[config.mk]
export PLATFORM = sky130hd
export DESIGN_NAME = wphd_isqrt
export DESIGN_NICKNAME = d
export VERILOG_FILES = /design/src/wphd_pkg.sv /design/src/wphd_isqrt.sv
export SDC_FILE = /design/constraint.sdc
export NUM_CORES = 2
export LEC_CHECK = 0
export BUFFER_PORTS_ARGS = -buffer_cell sky130_fd_sc_hd__buf_4
export CAP_MARGIN = 15
export CORE_UTILIZATION = 50
export CTS_BUF_LIST = sky130_fd_sc_hd__clkbuf_8
export CTS_CLUSTER_DIAMETER = 100
export CTS_CLUSTER_SIZE = 8
export DETAILED_ROUTE_END_ITERATION = 10
export PLACE_DENSITY = 0.66
export SLEW_MARGIN = 0
export SYNTH_ARGS = -nofsm -noshare
export SYNTH_HDL_FRONTEND = slang
export SYNTH_SLANG_ARGS = --single-unit
[constraint.sdc]
create_clock -name clk -period 14.5 [get_ports clk]
set_input_delay 3.625 -clock clk [delete_from_list [all_inputs] [get_ports clk]]
set_output_delay 3.625 -clock clk [all_outputs]
set_load 0.005 [all_outputs]
[src/wphd_pkg.sv]
`timescale 1ns / 1ps
package wphd_pkg;

    localparam int STEPS = 27;
    localparam int ZSHIFT = 20;
    localparam int NORM_W = 41;
    localparam int NORM_STAGES = 3;
    localparam int XY_W = 44;
    localparam int Z_W = 29;
    localparam int HEAD_W = 17;
    localparam int DIST_W = 21;
    localparam int OUT_W = ((HEAD_W + DIST_W + 7) / 8) * 8;
    localparam int HEAD_LAT = NORM_STAGES + STEPS + 2;

    typedef struct packed {
        logic dx_neg;
        logic dy_neg;
        logic ax_zero;
        logic ay_zero;
    } quad_t;

    // Arctangent of 2^-idx in degrees, scaled by 2^20 and rounded.
    function automatic logic signed [Z_W-1:0] atan_tab(input int idx);
        case (idx)
            0:       atan_tab = Z_W'(47185920);
            1:       atan_tab = Z_W'(27855475);
            2:       atan_tab = Z_W'(14718068);
            3:       atan_tab = Z_W'(7471121);
            4:       atan_tab = Z_W'(3750058);
            5:       atan_tab = Z_W'(1876857);
            6:       atan_tab = Z_W'(938658);
            7:       atan_tab = Z_W'(469357);
            8:       atan_tab = Z_W'(234682);
            9:       atan_tab = Z_W'(117342);
            10:      atan_tab = Z_W'(58671);
            11:      atan_tab = Z_W'(29335);
            12:      atan_tab = Z_W'(14668);
            13:      atan_tab = Z_W'(7334);
            14:      atan_tab = Z_W'(3667);
            15:      atan_tab = Z_W'(1833);
            16:      atan_tab = Z_W'(917);
            17:      atan_tab = Z_W'(458);
            18:      atan_tab = Z_W'(229);
            19:      atan_tab = Z_W'(115);
            20:      atan_tab = Z_W'(57);
            21:      atan_tab = Z_W'(29);
            22:      atan_tab = Z_W'(14);
            23:      atan_tab = Z_W'(7);
            24:      atan_tab = Z_W'(4);
            25:      atan_tab = Z_W'(2);
            26:      atan_tab = Z_W'(1);
            default: atan_tab = '0;
        endcase
    endfunction

endpackage

[src/wphd_isqrt.sv]
`timescale 1ns / 1ps
module wphd_isqrt #(
    parameter int COORD_WIDTH = 20,
    parameter int LAT = 32
) (
    input  logic                          clk,
    input  logic                          en,
    input  logic [COORD_WIDTH:0]          ax,
    input  logic [COORD_WIDTH:0]          ay,
    output logic [wphd_pkg::DIST_W-1:0]   distance
);
    import wphd_pkg::*;

    localparam int AW = COORD_WIDTH + 1;
    localparam int SW = 2 * AW;
    localparam int TW = SW + 1;
    localparam int RW = AW;
    localparam int PAD = LAT - (RW + 2);

    logic [SW-1:0] a2_reg, b2_reg, sum_reg;
    logic [SW-1:0] rem_reg [RW];
    logic [RW-1:0] root_reg [RW];

    always_ff @(posedge clk)
    begin
        if (en)
        begin
            a2_reg  <= SW'(ax) * SW'(ax);
            b2_reg  <= SW'(ay) * SW'(ay);
            sum_reg <= a2_reg + b2_reg;
        end
    end

    // One root bit per stage, most significant first.
    for (genvar j = 0; j < RW; j++)
    begin : g_digit
        localparam int B = RW - 1 - j;
        logic [SW-1:0] rem_in;
        logic [RW-1:0] root_in;
        logic [TW-1:0] trial;

        if (j == 0)
        begin : g_first
            assign rem_in  = sum_reg;
            assign root_in = '0;
        end
        else
        begin : g_rest
            assign rem_in  = rem_reg[j-1];
            assign root_in = root_reg[j-1];
        end

        assign trial = (TW'(root_in) << (B + 1)) | (TW'(1) << (2 * B));

        always_ff @(posedge clk)
        begin
            if (en)
            begin
                if (TW'(rem_in) >= trial)
                begin
                    rem_reg[j]  <= rem_in - SW'(trial);
                    root_reg[j] <= root_in | (RW'(1) << B);
                end
                else
                begin
                    rem_reg[j]  <= rem_in;
                    root_reg[j] <= root_in;
                end
            end
        end
    end

    if (PAD == 0)
    begin : g_nopad
        assign distance = DIST_W'(root_reg[RW-1]);
    end
    else
    begin : g_pad
        logic [DIST_W-1:0] pad_reg [PAD];

        always_ff @(posedge clk)
        begin
            if (en)
            begin
                pad_reg[0] <= DIST_W'(root_reg[RW-1]);
                for (int k = 1; k < PAD; k++)
                    pad_reg[k] <= pad_reg[k-1];
            end
        end

        assign distance = pad_reg[PAD-1];
    end

endmodule

* Word level (Yosys, flattened, before mapping)
Memory sizes are Yosys's and may differ from the RTL's.
Index checks and enable logic that the tools add are counted.
** Word-level totals
- Flip-flop bits (word level) :: 126
- Latch bits :: 0
- RAM bits :: 1512
- ROM bits :: 0
- Output and inout bits :: 21
- Word-level logic and storage cells :: 263
- Memories :: 3
** Cells by class
- $add $sub $neg :: 22
- $mul :: 2
- Divide/modulo/power cells :: 0
- $lt $le $gt $ge :: 21
- Eq/ne operators :: 0
- Shift-type cells :: 0
- Mux-type cells :: 170
- Bitwise gates (word level) :: 42
- Reductions and logical operators :: 0
** Memory list
- rem_reg :: depth 21, width 42, rd ports 20, clocked after memory_dff 0, write ports 21, line wphd_isqrt.sv:21 : logic [SW-1:0] rem_reg [RW];
- root_reg :: depth 21, width 21, rd ports 21, clocked after memory_dff 0, write ports 21, line wphd_isqrt.sv:22 : logic [RW-1:0] root_reg [RW];
- g_pad.pad_reg :: depth 9, width 21, rd ports 9, clocked after memory_dff 0, write ports 9, line wphd_isqrt.sv:79 : logic [DIST_W-1:0] pad_reg [PAD];
** Operator list (count)
- $mux W42 :: 21
- $mux W21 :: 21
- $mux W1 :: 128
- $mul A21 B21 Y42 :: 2
- $add A42 B42 Y42 :: 1
- $ge A42 B22 Y1 :: 1
- $ge A42 B23 Y1 :: 1
- $ge A42 B24 Y1 :: 1
- $ge A42 B25 Y1 :: 1
- $ge A42 B26 Y1 :: 1
- $ge A42 B27 Y1 :: 1
- $ge A42 B28 Y1 :: 1
- $ge A42 B29 Y1 :: 1
- $ge A42 B30 Y1 :: 1
- $ge A42 B31 Y1 :: 1
- $ge A42 B32 Y1 :: 1
- $ge A42 B33 Y1 :: 1
- $ge A42 B34 Y1 :: 1
- $ge A42 B35 Y1 :: 1
- $ge A42 B36 Y1 :: 1
- $ge A42 B37 Y1 :: 1
- $ge A42 B38 Y1 :: 1
- $ge A42 B39 Y1 :: 1
- $ge A42 B40 Y1 :: 1
- 24 further kinds :: 65

* Depth between registers and ports, before layout
An unclocked memory read counts as a cell.
- Depth after elaboration :: 6
- Depth in mapped cells :: 28
- Mapped depth without buffers :: 26

* Worst setup path before layout
No wires, ideal clock.
- Kind :: input port to flip-flop
- From :: input ay[7]
- To :: register b2_reg[41] (data pin)
- Setup time :: 0.261 ns
- Data arrival time :: 10.209 ns
- Data required time :: 14.239 ns
- Slack :: 4.029 ns
- Stages on the path :: 25
- Cell sequence :: clkbuf_1 > clkbuf_1 > nand2_1 > fa_1 > inv_1 > fa_1 > inv_1 > fa_1 > inv_1 > fa_1 > fa_1 > fa_1 > inv_1 > fa_1 > inv_1 > ha_1 > clkbuf_1 > nand3_1 > or3_1 > a211o_1 > a21boi_0 > a31oi_1 > o211ai_1 > o21ai_0 > xnor2_1
** On the way
- Word-level cells in the longest chain between the ends :: 1
** RTL lines
- start: declaration :: line wphd_isqrt.sv:9 : input logic [COORD_WIDTH:0] ay,
- $mul A21 B21 Y42 :: line wphd_isqrt.sv:29 : b2_reg <= SW'(ay) * SW'(ay);
- end signal: assignment :: line wphd_isqrt.sv:29
- end: declaration :: line wphd_isqrt.sv:20 : logic [SW-1:0] a2_reg, b2_reg, sum_reg;
Every way passes these cells.
A chain may end at the register's enable or synchronous reset.

* Worst setup path after layout
- From :: input ax[8]
- To :: register a2_reg[34] (data pin)
** On the way
- Word-level cells in the longest chain between the ends :: 1
** RTL lines
- start: declaration :: line wphd_isqrt.sv:8 : input logic [COORD_WIDTH:0] ax,
- $mul A21 B21 Y42 :: line wphd_isqrt.sv:28 : a2_reg <= SW'(ax) * SW'(ax);
- end signal: assignment :: line wphd_isqrt.sv:28
- end: declaration :: line wphd_isqrt.sv:20
Every way passes these cells.

==> impl_metrics.csv <==
group,metric,value,unit
sta,maxSlewViolCount,0,
critical_path,endpoint,"a2_reg[34]$_DFFE_PP_",
logic_synthesis,synth.area.top_cells,"edfxtp_1 48%, fa_1 14%, ha_1 8.6%",
floorplan,die_w,420,µm
sta,rsz0062_at_grt,"false",
cells_and_area,fillerInstances,14604,
critical_path,r2r_slack,10280,ps
clock_network,root_buffer,"clkbuf_8",
clock_network,ctsHoldBuffers,0,
logic_synthesis,synthArstFlopShare,0,%
placement,io_buffer_count,64,
floorplan,rows,152,
sta,clock_skew,43.8,ps
clock_network,tritoncts,"yes",
logic_synthesis,netlist_top_cells_count,"1384 x edfxtp_1, 1167 x inv_1, 622 x fa_1",
floorplan,dieHeight,420,µm
logic_synthesis,synth_cell_type_count,86,
floorplan,initial_core_util,50.6,%
logic_synthesis,ys_ff_latch,1384,
cells_and_area,largest_register_ffs,840,
logic_synthesis,synth.most_common_cell,"edfxtp_1",
grt,overflow,0,
critical_path,crit_fanout,22,
clock_network,cts_sinks,1384,
grt,grt_pass1_wl,292000,µm
outcome,outcome,"completed",
floorplan,ios,65,
routing,vias,53205,
logic_synthesis,synth_flop_cell,"edfxtp_1",
critical_path,crit_required,15130,ps
grt,grt_pass1_vias,55825,
grt,grt_max_degree,154,
logic_synthesis,synth_edf_count,1384,
critical_path,reg2reg_from,"rem_reg[3][23]$_DFFE_PP_",
routing,wl_per_cell,18.7,µm
logic_synthesis,syn_nets,8613,
sta,hold_viol_final,0,
cells_and_area,drive_above_1_share,5.44,%
logic_synthesis,syn_area_per_cell,11.9,µm²
sta,slew_headroom,26.9,%
routing,highest_layer,"met4",
logic_synthesis,synth.cell_area,87200,µm²
sta,tightest_slew,1100,ps
critical_path,startpoint,"ax[8]",
critical_path,rr_worst_depth,10,
routing,wl,182000,µm
job,cap_violations,0,
clock_network,clock_latency,930,ps
routing,routed-wl-met3,7390,µm
clock_network,post-cts-setup-buffers,0,
critical_path,end_kind,"flip-flop",
logic_synthesis,synth_area_leader_cell,"edfxtp_1",
sta,fin_tns_setup,0,ps
placement,place_congestion,0.919,
critical_path,start_kind,"input pin",
logic_synthesis,synth_cells,7350,
critical_path,r2r-end,"rem_reg[3][77]$_DFFE_PP_",
routing,viasPerCell,5.45,
critical_path,crit_type,"in -> reg",
routing,dr.pass1.iters,5,
logic_synthesis,synth.top_cell.area_share,47.7,%
logic_synthesis,synth_seq_area_share,47.7,%
floorplan,dieArea,176000,µm²
clock_network,cts_made_buffers,191,
cells_and_area,area_growth,6.51,%
floorplan,core_area,172000,µm²
cells_and_area,final_nets,8692,
clock_network,clock_path_buffers,3,
routing,met1_length,71600,µm
clock_network,clk_pin_slew,60,ps
placement,dp_hpwl,140000,µm
clock_network,cts-resized-gates,0,
routing,first_iter_violations,3761,
hold_path,hold_class,"reg -> reg",
clock_network,htree_num_levels,4,
sta,min_period,9930,ps
critical_path,arrival,10560,ps
grt,antenna_found_initial,2,
sta,fmax,101,MHz
sta,fin_crit_sh,68.5,%
routing,drc,0,
grt,track_usage,21.2,%
routing,wl_met2,96100,µm
sta,finalSetupViolations,0,
routing,ant_nets,0,
logic_synthesis,synth_warnings,0,
-- layout make-up --
type | count | area [µm²] | share of cell area, %
sequential | 1384 | 41600 | 44.8
clock inverter | 18 | 273 | 0.294
timing repair buffer | 97 | 762 | 0.821
antenna | 2 | 5.00 | 0.00539
multi-input combinational | 4588 | 40300 | 43.5
tap | 2310 | 2890 | 3.11
clock buffer | 191 | 2630 | 2.83
inverter | 1167 | 4380 | 4.72
-- stage by stage --
step	util [%]	hold WS (ps)	instances	setup WS [ps]	instance area [µm²]
floorplan	-	400	7350	4030	87200
global placement	52.2	401	9543	3580	89900
detailed placement	52.2	405	9543	3640	89900
CTS	53.9	389	9752	4620	92800
global route	53.9	408	9757	4210	92800
finish	53.9	405	9757	4570	92800
-- worst min-delay path by stage --
stage | from | to | slack [ps] | cells after the start
3_5_place_dp | g_pad.pad_reg[0][88]$_DFFE_PP_ | g_pad.pad_reg[0][109]$_DFFE_PP_ | 400 | 0
6_report | g_pad.pad_reg[0][41]$_DFFE_PP_ | g_pad.pad_reg[0][62]$_DFFE_PP_ | 410 | 0
5_1_grt | g_digit[0].rem_in[32]$_DFFE_PP_ | rem_reg[0][32]$_DFFE_PP_ | 410 | 0
4_1_cts | g_digit[0].rem_in[23]$_DFFE_PP_ | rem_reg[0][23]$_DFFE_PP_ | 390 | 0
3_3_place_gp | g_pad.pad_reg[0][64]$_DFFE_PP_ | g_pad.pad_reg[0][85]$_DFFE_PP_ | 400 | 0
2_1_floorplan | root_reg[2][84]$_SDFFCE_PN1P_ | g_pad.pad_reg[0][0]$_DFFE_PP_ | 400 | 0
-- critical path, cell delays in order --
cell       delay (ps)
buf_4             260
and2_1            230
inv_1              70
fa_1              530
inv_1              60
fa_1              510
inv_1              60
fa_1              500
inv_1              60
fa_1              500
inv_1              60
fa_1              530
inv_1              50
fa_1              480
inv_1              50
fa_1              470
inv_1              40
ha_1              390
nand3_1            90
a2111oi_0         310
nor3_1            180
o31a_1            320
o21ai_0           450
a31o_2            240
a21oi_1           100
o31ai_1           290
xor2_1             90
-- layout by cell type, fill, tap and decap left out, drive strengths merged, types with 192 or more instances in the layout --
| master | synthesis | routed |
|---|---|---|
| o21ai | 268 | 268 |
| xnor2 | 248 | 248 |
| nor2 | 280 | 280 |
| a21oi | 276 | 276 |
| clkbuf | 180 | 192 |
| edfxtp | 1384 | 1384 |
| ha | 597 | 597 |
| xor2 | 236 | 236 |
| inv | 1167 | 1180 |
| fa | 622 | 622 |
| nand2 | 580 | 580 |
-- cells by family after synthesis --
kind of cell,after synthesis,synth area share [%]
AO/OA/AOI/OAI,1003,7.21
XOR/XNOR,484,4.86
adder cells (fa/ha/maj),1219,22.9
buffers and inverters,1378,6.07
flip-flops,1384,47.7
multiplexers,41,0.551
AND/OR/NAND/NOR,1841,10.8
-- metal layers --
layer	GRT usage, %	up-vias
met3	2.86	374
li1	-	25307
met2	39.1	1274
met4	8.61	0
met5	0	-
met1	24.5	26250
Power is not shown: default switching activity piles up to over one toggle a cycle in this logic, so the estimate is an artifact.
